--- src/design/tsp_pkg.sv ---
`default_nettype none

package tsp_pkg;

   // Request kinds
   localparam logic [1:0] MODE_TICK    = 2'd0;
   localparam logic [1:0] MODE_PIXEL   = 2'd1;
   localparam logic [1:0] MODE_RESTART = 2'd2;

   // Register indexes
   localparam int unsigned CSR_IDX_W = 4;
   localparam logic [CSR_IDX_W-1:0] REG_ENABLED      = 4'd0;
   localparam logic [CSR_IDX_W-1:0] REG_PATTERN_FAST = 4'd1;
   localparam logic [CSR_IDX_W-1:0] REG_FAST_PERIOD  = 4'd2;
   localparam logic [CSR_IDX_W-1:0] REG_SLOW_PERIOD  = 4'd3;
   localparam logic [CSR_IDX_W-1:0] REG_FLASHES      = 4'd4;
   localparam logic [CSR_IDX_W-1:0] REG_LED_COUNT    = 4'd5;
   localparam logic [CSR_IDX_W-1:0] REG_LEFT_COLOR   = 4'd6;
   localparam logic [CSR_IDX_W-1:0] REG_RIGHT_COLOR  = 4'd7;
   localparam int unsigned CSR_DATA_W = 24;

   // Strip length cap
   localparam logic [10:0] MAX_LEDS = 11'd1024;

   typedef struct packed {
      logic        enabled;
      logic        pattern_fast;
      logic [15:0] fast_period_ms;
      logic [15:0] slow_period_ms;
      logic [3:0]  flashes_per_side;
      logic [10:0] led_count;
      logic [23:0] left_color;
      logic [23:0] right_color;
   } cfg_type;

   typedef struct packed {
      logic [15:0] cycle_position;
      logic [15:0] flash_accumulator;
      logic [3:0]  flash_counter;
   } anim_type;

endpackage

`default_nettype wire

--- src/design/tsp_if.sv ---
`default_nettype none

interface tsp_req_if;
   logic        valid;
   logic        ready;
   logic [1:0]  mode;
   logic [15:0] delta_ms;
   logic [9:0]  pixel_index;

   modport source (output valid, output mode, output delta_ms, output pixel_index,
                   input ready);
   modport sink   (input valid, input mode, input delta_ms, input pixel_index,
                   output ready);
endinterface

interface tsp_rsp_if;
   logic        valid;
   logic        ready;
   logic [23:0] pixel_color;
   logic        pixel_drawn;
   logic        left_side_lit;
   logic        flash_on;

   modport source (output valid, output pixel_color, output pixel_drawn,
                   output left_side_lit, output flash_on, input ready);
   modport sink   (input valid, input pixel_color, input pixel_drawn,
                   input left_side_lit, input flash_on, output ready);
endinterface

interface tsp_csr_if;
   logic                             valid;
   logic                             ready;
   logic [tsp_pkg::CSR_IDX_W-1:0]    index;
   logic [tsp_pkg::CSR_DATA_W-1:0]   data;

   modport source (output valid, output index, output data, input ready);
   modport sink   (input valid, input index, input data, output ready);
endinterface

`default_nettype wire

--- src/design/tsp_regs.sv ---
`default_nettype none

module tsp_regs (
   input  wire logic         clock,
   input  wire logic         reset,
   tsp_csr_if.sink           csr,
   output tsp_pkg::cfg_type  cfg,
   output logic              enable_rise
);

   tsp_pkg::cfg_type cfg_ff;
   logic             wr;

   assign csr.ready   = 1'b1;
   assign wr          = csr.valid;
   assign cfg         = cfg_ff;
   // off-to-on write restarts the animation
   assign enable_rise = wr && (csr.index == tsp_pkg::REG_ENABLED) && csr.data[0]
                        && !cfg_ff.enabled;

   always_ff @(posedge clock) begin
      if (reset) begin
         cfg_ff.enabled          <= 1'b0;
         cfg_ff.pattern_fast     <= 1'b1;
         cfg_ff.fast_period_ms   <= 16'd500;
         cfg_ff.slow_period_ms   <= 16'd1000;
         cfg_ff.flashes_per_side <= 4'd3;
         cfg_ff.led_count        <= 11'd0;
         cfg_ff.left_color       <= 24'hFF0000;
         cfg_ff.right_color      <= 24'h0000FF;
      end else if (wr) begin
         case (csr.index)
            tsp_pkg::REG_ENABLED:      cfg_ff.enabled          <= csr.data[0];
            tsp_pkg::REG_PATTERN_FAST: cfg_ff.pattern_fast     <= csr.data[0];
            tsp_pkg::REG_FAST_PERIOD:  cfg_ff.fast_period_ms   <= csr.data[15:0];
            tsp_pkg::REG_SLOW_PERIOD:  cfg_ff.slow_period_ms   <= csr.data[15:0];
            tsp_pkg::REG_FLASHES:      cfg_ff.flashes_per_side <= csr.data[3:0];
            tsp_pkg::REG_LED_COUNT:    cfg_ff.led_count        <= csr.data[10:0];
            tsp_pkg::REG_LEFT_COLOR:   cfg_ff.left_color       <= csr.data[23:0];
            tsp_pkg::REG_RIGHT_COLOR:  cfg_ff.right_color      <= csr.data[23:0];
            default: ;
         endcase
      end
   end

endmodule

`default_nettype wire

--- src/design/tsp_anim.sv ---
`default_nettype none

module tsp_anim (
   input  wire logic              clock,
   input  wire logic              reset,
   input  wire tsp_pkg::cfg_type  cfg,
   input  wire logic              enable_rise,
   input  wire logic              step,
   input  wire logic [1:0]        mode,
   input  wire logic [15:0]       delta_ms,
   output tsp_pkg::anim_type      anim
);

   tsp_pkg::anim_type anim_ff;
   tsp_pkg::anim_type anim_in;

   logic        clear;
   logic        tick;
   logic [16:0] pos_sum;
   logic [19:0] gain;
   logic [20:0] acc_sum;
   logic [3:0]  cnt_inc;
   logic        left_lit;
   logic [15:0] half_up;

   assign anim     = anim_ff;
   assign clear    = enable_rise || (step && mode == tsp_pkg::MODE_RESTART);
   assign tick     = step && mode == tsp_pkg::MODE_TICK && cfg.enabled;

   assign pos_sum  = {1'b0, anim_ff.cycle_position} + {1'b0, delta_ms};
   assign gain     = {4'b0, delta_ms} * {16'b0, cfg.flashes_per_side};
   assign acc_sum  = {5'b0, anim_ff.flash_accumulator} + {1'b0, gain};
   assign cnt_inc  = anim_ff.flash_counter + 4'd1;
   assign left_lit = {anim_ff.cycle_position, 1'b0} < {1'b0, cfg.slow_period_ms};
   // ceil(slow/2): phase where the right side starts
   assign half_up  = {1'b0, cfg.slow_period_ms[15:1]} + {15'b0, cfg.slow_period_ms[0]};

   always_comb begin
      anim_in = anim_ff;
      if (clear) begin
         anim_in = '0;
      end else if (tick) begin
         if (!cfg.pattern_fast) begin
            anim_in.cycle_position = (pos_sum >= {1'b0, cfg.slow_period_ms}) ? 16'd0
                                                                             : pos_sum[15:0];
         end else if (acc_sum >= {5'b0, cfg.fast_period_ms}) begin
            anim_in.flash_accumulator = 16'd0;
            if (cnt_inc >= cfg.flashes_per_side) begin
               anim_in.flash_counter  = 4'd0;
               anim_in.cycle_position = left_lit ? half_up : 16'd0;
            end else begin
               anim_in.flash_counter  = cnt_inc;
            end
         end else begin
            anim_in.flash_accumulator = acc_sum[15:0];
         end
      end
   end

   always_ff @(posedge clock) begin
      if (reset) begin
         anim_ff <= '0;
      end else begin
         anim_ff <= anim_in;
      end
   end

`ifndef SYNTHESIS
   a_clear_zeroes: assert property (@(posedge clock) disable iff (reset)
      clear |=> anim_ff == '0)
      else $error("animation state not cleared");
   a_disabled_holds: assert property (@(posedge clock) disable iff (reset)
      (step && mode == tsp_pkg::MODE_TICK && !cfg.enabled && !enable_rise)
      |=> $stable(anim_ff))
      else $error("disabled tick changed state");
`endif

endmodule

`default_nettype wire

--- src/design/tsp_pixel.sv ---
`default_nettype none

module tsp_pixel (
   input  wire logic               clock,
   input  wire logic               reset,
   input  wire tsp_pkg::cfg_type   cfg,
   input  wire tsp_pkg::anim_type  anim,
   input  wire logic               load,
   input  wire logic [9:0]         pixel_index,
   tsp_rsp_if.source               rsp
);

   logic        valid_ff;
   logic [23:0] color_ff, color_in;
   logic        drawn_ff, drawn_in;
   logic        left_ff,  left_in;
   logic        on_ff,    on_in;

   logic [10:0] count;
   logic [10:0] half;
   logic        in_left;
   logic        left_lit;
   logic        lit;

   assign count    = (cfg.led_count > tsp_pkg::MAX_LEDS) ? tsp_pkg::MAX_LEDS : cfg.led_count;
   assign half     = {1'b0, count[10:1]};
   assign in_left  = {1'b0, pixel_index} < half;
   assign left_lit = {anim.cycle_position, 1'b0} < {1'b0, cfg.slow_period_ms};
   assign lit      = cfg.pattern_fast ?
                     ({anim.flash_accumulator, 1'b0} < {1'b0, cfg.fast_period_ms}) : 1'b1;

   always_comb begin
      drawn_in = cfg.enabled && ({1'b0, pixel_index} < count);
      left_in  = drawn_in && left_lit;
      on_in    = drawn_in && lit;
      color_in = 24'd0;
      if (on_in) begin
         if (left_in && in_left) begin
            color_in = cfg.left_color;
         end else if (!left_in && !in_left) begin
            color_in = cfg.right_color;
         end
      end
   end

   always_ff @(posedge clock) begin
      if (reset) begin
         valid_ff <= 1'b0;
      end else if (load) begin
         valid_ff <= 1'b1;
      end else if (rsp.ready) begin
         valid_ff <= 1'b0;
      end
   end

   always_ff @(posedge clock) begin
      if (load) begin
         color_ff <= color_in;
         drawn_ff <= drawn_in;
         left_ff  <= left_in;
         on_ff    <= on_in;
      end
   end

   assign rsp.valid         = valid_ff;
   assign rsp.pixel_color   = color_ff;
   assign rsp.pixel_drawn   = drawn_ff;
   assign rsp.left_side_lit = left_ff;
   assign rsp.flash_on      = on_ff;

endmodule

`default_nettype wire

--- src/design/two_side_strobe_pattern_top.sv ---
// Two-sided warning-light pattern generator for an LED strip.
// req_ch : requests of three kinds. A tick advances the animation by delta_ms
//          milliseconds, a pixel request asks for the color of one LED, a
//          restart clears the animation. Tick and restart return nothing.
// rsp_ch : one response per pixel request: color, drawn flag, lit side and
//          flash phase, in request order.
// csr_ch : register writes (index, data); always ready, one per cycle.
//          Write registers only while no request is in flight.
// Pipeline: a pixel request passes through the input register, then the
//          response register, before it shows on rsp_ch.
// Throughput: one request per cycle, any mix of kinds, while no pixel request
//          waits on a stalled rsp_ch. State update and pixel compute sit
//          between the two registers.
// Stall: with rsp_ch.ready low, the response register holds; the input
//          register keeps draining ticks and restarts, and a pixel request
//          waits in it, at which point req_ch.ready drops.
// Reset (synchronous, active high): registers go to their defaults, the
//          animation state clears, both registers empty.
`default_nettype none

module two_side_strobe_pattern_top (
   input  wire logic  clock,
   input  wire logic  reset,
   tsp_req_if.sink    req_ch,
   tsp_rsp_if.source  rsp_ch,
   tsp_csr_if.sink    csr_ch
);

   tsp_pkg::cfg_type  cfg;
   tsp_pkg::anim_type anim;
   logic              enable_rise;

   // input register
   logic        stage_valid_ff;
   logic [1:0]  stage_mode_ff;
   logic [15:0] stage_delta_ff;
   logic [9:0]  stage_index_ff;

   logic rsp_free;
   logic stage_go;
   logic stage_pixel;
   logic req_take;

   assign rsp_free    = !rsp_ch.valid || rsp_ch.ready;
   assign stage_pixel = stage_mode_ff == tsp_pkg::MODE_PIXEL;
   // only a pixel request needs room in the response register
   assign stage_go    = stage_valid_ff && (!stage_pixel || rsp_free);
   assign req_ch.ready = !stage_valid_ff || stage_go;
   assign req_take    = req_ch.valid && req_ch.ready;

   always_ff @(posedge clock) begin
      if (reset) begin
         stage_valid_ff <= 1'b0;
      end else if (req_ch.ready) begin
         stage_valid_ff <= req_ch.valid;
      end
   end

   always_ff @(posedge clock) begin
      if (req_take) begin
         stage_mode_ff  <= req_ch.mode;
         stage_delta_ff <= req_ch.delta_ms;
         stage_index_ff <= req_ch.pixel_index;
      end
   end

   tsp_regs u_regs (
      .clock       (clock),
      .reset       (reset),
      .csr         (csr_ch),
      .cfg         (cfg),
      .enable_rise (enable_rise)
   );

   tsp_anim u_anim (
      .clock       (clock),
      .reset       (reset),
      .cfg         (cfg),
      .enable_rise (enable_rise),
      .step        (stage_go),
      .mode        (stage_mode_ff),
      .delta_ms    (stage_delta_ff),
      .anim        (anim)
   );

   tsp_pixel u_pixel (
      .clock       (clock),
      .reset       (reset),
      .cfg         (cfg),
      .anim        (anim),
      .load        (stage_go && stage_pixel),
      .pixel_index (stage_index_ff),
      .rsp         (rsp_ch)
   );

`ifndef SYNTHESIS
   a_pixel_responds: assert property (@(posedge clock) disable iff (reset)
      (stage_go && stage_pixel) |=> rsp_ch.valid)
      else $error("pixel request produced no response");
   a_no_phantom_rsp: assert property (@(posedge clock) disable iff (reset)
      (!(stage_go && stage_pixel) && rsp_ch.valid && rsp_ch.ready) |=> !rsp_ch.valid)
      else $error("response appeared without a pixel request");
   a_stall_holds: assert property (@(posedge clock) disable iff (reset)
      (rsp_ch.valid && !rsp_ch.ready) |=> (rsp_ch.valid && $stable(rsp_ch.pixel_color)))
      else $error("stalled response changed");
`endif

endmodule

`default_nettype wire

--- src/flat_wrapper.sv ---
// flat-port wrapper written by rule: the top's interface ports become plain ports
module two_side_strobe_pattern_top_flat 
  (clock, reset, req_ch_valid, req_ch_mode, req_ch_delta_ms, req_ch_pixel_index, req_ch_ready, rsp_ch_valid, rsp_ch_pixel_color, rsp_ch_pixel_drawn, rsp_ch_left_side_lit, rsp_ch_flash_on, rsp_ch_ready, csr_ch_valid, csr_ch_index, csr_ch_data, csr_ch_ready);
  tsp_req_if req_ch_i ();
  tsp_rsp_if rsp_ch_i ();
  tsp_csr_if csr_ch_i ();
  input  wire logic clock;
  input  wire logic reset;
  input wire logic [$bits(req_ch_i.valid)-1:0] req_ch_valid;
  input wire logic [$bits(req_ch_i.mode)-1:0] req_ch_mode;
  input wire logic [$bits(req_ch_i.delta_ms)-1:0] req_ch_delta_ms;
  input wire logic [$bits(req_ch_i.pixel_index)-1:0] req_ch_pixel_index;
  output wire logic [$bits(req_ch_i.ready)-1:0] req_ch_ready;
  output wire logic [$bits(rsp_ch_i.valid)-1:0] rsp_ch_valid;
  output wire logic [$bits(rsp_ch_i.pixel_color)-1:0] rsp_ch_pixel_color;
  output wire logic [$bits(rsp_ch_i.pixel_drawn)-1:0] rsp_ch_pixel_drawn;
  output wire logic [$bits(rsp_ch_i.left_side_lit)-1:0] rsp_ch_left_side_lit;
  output wire logic [$bits(rsp_ch_i.flash_on)-1:0] rsp_ch_flash_on;
  input wire logic [$bits(rsp_ch_i.ready)-1:0] rsp_ch_ready;
  input wire logic [$bits(csr_ch_i.valid)-1:0] csr_ch_valid;
  input wire logic [$bits(csr_ch_i.index)-1:0] csr_ch_index;
  input wire logic [$bits(csr_ch_i.data)-1:0] csr_ch_data;
  output wire logic [$bits(csr_ch_i.ready)-1:0] csr_ch_ready;
  assign req_ch_i.valid = req_ch_valid;
  assign req_ch_i.mode = req_ch_mode;
  assign req_ch_i.delta_ms = req_ch_delta_ms;
  assign req_ch_i.pixel_index = req_ch_pixel_index;
  assign req_ch_ready = req_ch_i.ready;
  assign rsp_ch_valid = rsp_ch_i.valid;
  assign rsp_ch_pixel_color = rsp_ch_i.pixel_color;
  assign rsp_ch_pixel_drawn = rsp_ch_i.pixel_drawn;
  assign rsp_ch_left_side_lit = rsp_ch_i.left_side_lit;
  assign rsp_ch_flash_on = rsp_ch_i.flash_on;
  assign rsp_ch_i.ready = rsp_ch_ready;
  assign csr_ch_i.valid = csr_ch_valid;
  assign csr_ch_i.index = csr_ch_index;
  assign csr_ch_i.data = csr_ch_data;
  assign csr_ch_ready = csr_ch_i.ready;
  two_side_strobe_pattern_top u_core (.clock(clock), .reset(reset), .req_ch(req_ch_i), .rsp_ch(rsp_ch_i), .csr_ch(csr_ch_i));
endmodule
--- config.mk ---
export PLATFORM = sky130hd
export DESIGN_NAME = two_side_strobe_pattern_top_flat
export DESIGN_NICKNAME = d
export VERILOG_FILES = /design/src/design/tsp_pkg.sv /design/src/design/tsp_if.sv /design/src/design/tsp_regs.sv /design/src/design/tsp_anim.sv /design/src/design/tsp_pixel.sv /design/src/design/two_side_strobe_pattern_top.sv /design/src/flat_wrapper.sv
export SDC_FILE = /design/constraint.sdc
export NUM_CORES = 1
export LEC_CHECK = 0
export BUFFER_PORTS_ARGS = -buffer_cell sky130_fd_sc_hd__clkbuf_2
export CORE_AREA = 5 5 188 190
export DETAILED_ROUTE_END_ITERATION = 12
export DIE_AREA = 0 0 193 195
export GPL_TIMING_DRIVEN = 1
export SLEW_MARGIN = 20
export SYNTH_ARGS = -nofsm -noshare
export SYNTH_HDL_FRONTEND = slang
export SYNTH_SLANG_ARGS = --single-unit
--- constraint.sdc ---
create_clock -name clock -period 8.7 [get_ports clock]
set_input_delay 0.435 -clock clock [delete_from_list [all_inputs] [get_ports clock]]
set_output_delay 0.435 -clock clock [all_outputs]
set_load 0.01 [all_outputs]
==> out/results.tsv <==
stage	metric	value	unit
yosys	number of enable-type register cells in the synthesized netlist	55	
clock_network	setup bufs post-CTS	0	
timing	Pins Over Slew Limit	0	
grt	pin count of the biggest net entering global routing	102	
placed_design	Area after DPL	13950	µm²
placed_design	routability congestion estimate	0.9072	
clock_network	Clock Pin Slew Worst Setup and Hold Paths	0.08	ns
critical_path	required time at the worst-slack endpoint	9.08	ns
yosys	Async S/R FF share, synth	0	%
die	Core Area	33280	µm²
critical_path	CP cell instances	and2_1 > fa_1 > fa_1 > inv_1 > fa_1 > inv_1 > ha_1 > nand3_1 > o211ai_1 > o21ai_0 > nand2b_1 > a21o_1 > a21oi_1 > xnor2_1 > ha_1 > a21o_1 > a2111oi_0 > nand3b_1 > a2111o_1 > and4b_1 > or2_1 > o311a_1	
yosys	predominant post-synthesis flop cell	sky130_fd_sc_hd__dfxtp_1	
power_and_ir_drop	worst IR drop on VDD	0.1392	mV
timing	setup repair after global routing missed its margin	false	
yosys	cell type with the largest total area after synthesis	sky130_fd_sc_hd__dfxtp_1	
route	routed wirelength normalized by instance count	17.85	µm
timing	clock skew after layout	0.01656	ns
yosys	most frequent cell after synthesis	sky130_fd_sc_hd__nand2_1	
cells_and_area	register area	4354	µm²
hold_path	class of the tightest hold or removal check	primary input to flip-flop	
clock_network	CTS Sinks	190	
yosys	post-synthesis sequential element count	190	
die	starting utilization of the core area	39.48	%
critical_path	highest net fanout along the worst path	18	
yosys	portion of synthesized cell area occupied by the leading cell type	20.57	%
yosys	synthesized netlist net count	1715	
grt	global-route congestion overflow total	0	
die	vertical die dimension	195	µm
run	Max Cap Viol	0	
clock_network	hold buffer count at CTS	0	
yosys	top cell types by occurrence after synthesis	230 x sky130_fd_sc_hd__nand2_1, 135 x sky130_fd_sc_hd__dfxtp_1, 134 x sky130_fd_sc_hd__ha_1	
timing	Peak Freq	0.1379	GHz
timing	fraction of the cycle the final worst path needs	83.35	%
placed_design	placed wire-length estimate after detailed placement	26560	µm
critical_path	Setup crit end kind	flip-flop	
route	number of DRC violations after detailed-routing iteration 0	842	
yosys	synth unique cells	75	
critical_path	max incr delay on CP	0.68	ns
clock_network	TritonCTS clock tree	yes	
die	die boundary width	193	µm
cells_and_area	area taken by multi-input logic gates	8088	µm²
clock_network	root buf cell	sky130_fd_sc_hd__clkbuf_16	
critical_path	master of the slowest instance on the critical path	sky130_fd_sc_hd__a2111oi_0	
grt	wire length of the first global-routing pass	56280	µm
timing	Slew HR	26.90	%
route	total DRC errors in the routed layout	0	
cells_and_area	antenna diode count	0	
clock_network	H-tree depth	4	
clock_network	number of CTS-inserted buffers	17	
yosys	total of warnings raised by yosys	0	
critical_path	Startpoint Class	flip-flop	
clock_network	clock latency at the later pin of the worst-skew pair	0.45	ns
grt	total routing resource utilization after global routing	18.77	%
yosys	Mapped Area	13140	µm²
yosys	sequential share of the synthesized area	33.14	%
power_and_ir_drop	static leakage	6.103	nW
yosys	post-synthesis average cell area	8.903	µm²
route	aggregate routed wire length	35410	µm
timing	transition time at the pin with the least slew margin	1.097	ns
placed_design	buffers added on ports	89	
timing	final number of setup-violating endpoints	0	
route	total via count after detailed routing	10720	
cells_and_area	final core utilization	43.73	%
grt	number of antenna violations at the first check in global routing	0	
cells_and_area	Area growth syn-to-layout	10.76	%
critical_path	arrival time of the worst setup path	7.63	ns
critical_path	Most common cell on crit path	sky130_fd_sc_hd__fa_1	
timing	number of endpoints with negative hold slack in the final report	0	
yosys	most area-consuming cells after synthesis	sky130_fd_sc_hd__dfxtp_1 21%, sky130_fd_sc_hd__ha_1 13%, sky130_fd_sc_hd__edfxtp_1 13%	
timing	setup TNS after final layout	0	ns
cells_and_area	share of post-route cells with drive strength above 1	11.78	%
cells_and_area	Layout Cell Area excl Fill	14550	µm²
run_status	result of the run	finished, final reports clean	
route	Antenna Nets Post-Route	0	
critical_path	CP Class	flip-flop to flip-flop	
route	via/cell ratio	5.402	
grt	number of global-route vias before repair	10360	
yosys	Syn Inst Count	1476	
power_and_ir_drop	power per standard cell area	146.7	nW/µm²
die	number of cell rows	67	
timing	Final Critical Period	7.252	ns
clock_network	cells resized by post-CTS repair	0	
cells_and_area	fin nets	1762	
die	floorplan die area	37640	µm²
die	number of top-level pins	91	
route	Initial DRT Pass Iterations	5	
clock_network	Clock Path Buffers	2	
cells_and_area	Fillers	3270	
per-layer routing:
metal	up-vias	part of all wire [%]	track usage, %
met3	63	4.0	2.857
met1	5126	47	26.46
li1	5270	-	-
met2	258	46	29.69
met4	0	2.7	5.901
met5	-	0	0
cell usage in the layout, fill, tap and decap left out, drive strengths merged, types with 12 or more instances in the layout:
cell type,count
ha,134
edfxtp,55
nor2,52
inv,121
a21oi,111
dfxtp,135
and2,57
fa,44
xor2,12
buf,13
o21a,14
nand2,230
a211o,13
xnor2,27
nand3,87
o211ai,17
o21ai,36
mux2i,22
a21o,28
nor3,21
clkbuf,106
nand3b,30
a211oi,33
cell type report:
type	instances	area share, %
Clock buffer	18	2.949
Clock inverter	14	1.006
Inverter	114	2.975
Multi-Input combinational cell	1099	55.57
Sequential cell	190	29.92
Tap cell	448	3.851
Timing Repair Buffer	101	3.731
cells by family after synthesis:
| group | count (synthesis) | share of synthesized area, % |
|---|---|---|
| mux | 22 | 1.676 |
| compound gates | 314 | 16.45 |
| buf+inv | 187 | 5.751 |
| other cells | 1 | 0.02854 |
| fa+ha+maj | 178 | 19.46 |
| flops | 190 | 33.14 |
| xor+xnor | 39 | 2.600 |
| simple gates | 545 | 20.89 |
state kept, by name, summed over array words and instances, names as in the netlist:
| signal | count |
|---|---|
| u_core.stage_delta_ff | 16 |
| u_core.stage_index_ff | 10 |
| u_core.stage_mode_ff | 2 |
| u_core.stage_valid_ff | 1 |
| u_core.u_anim.anim | 36 |
| u_core.u_pixel.rsp.flash_on | 1 |
| u_core.u_pixel.rsp.left_side_lit | 1 |
| u_core.u_pixel.rsp.pixel_color | 24 |
| u_core.u_pixel.rsp.pixel_drawn | 1 |
| u_core.u_pixel.rsp.valid | 1 |
| u_core.u_regs.cfg | 97 |
final timing paths:
| kind | startpoint | to | slack (ns) | cells after the start |
|---|---|---|---|---|
| setup / recovery | u_core.u_regs.cfg[60]$_SDFFE_PP1P_ | u_core.u_anim.anim[33]$_SDFFE_PP0P_ | 1.45 | 22 |
| hold / removal | req_ch_pixel_index[2] | u_core.stage_index_ff[2]$_DFFE_PP_ | 0.16 | 1 |
| setup reg to reg | u_core.u_regs.cfg[60]$_SDFFE_PP1P_ | u_core.u_anim.anim[33]$_SDFFE_PP0P_ | 1.45 | 22 |
| hold reg to reg | u_core.u_regs.cfg[11]$_SDFFE_PP0P_ | u_core.u_regs.cfg[11]$_SDFFE_PP0P_ | 0.46 | 2 |
power by group:
group	total, mW	leakage (nW)	internal [mW]	switching, mW
clock network	0.780	0.276	0.383	0.396
logic	0.416	4.18	0.158	0.258
registers	0.940	1.65	0.925	0.0150
total	2.14	6.10	1.47	0.670
critical path: cells and delay by family (launching register included):
family                     cells  cell delay (ns)
AOI/OAI and AO/OA              8             2.30
adders and majority gates      5             2.09
and+or+nand+nor                6             1.83
DFF                            1             0.65
xor gates and xnor gates       1             0.21
buffers and inverters          2             0.09
stage by stage:
stage	hold slack [ns]	cells	setup slack, ns	power (mW)
2_1_floorplan	0.4363	1476	2.436	1.251
3_3_place_gp	0.4414	1951	1.636	1.363
3_5_place_dp	0.4465	1951	1.568	1.369
4_1_cts	0.1420	1983	1.537	2.146
5_1_grt	0.1407	1984	1.028	2.237
6_report	0.1630	1984	1.448	2.135
Note: power is estimated with default switching activity, not from simulation.
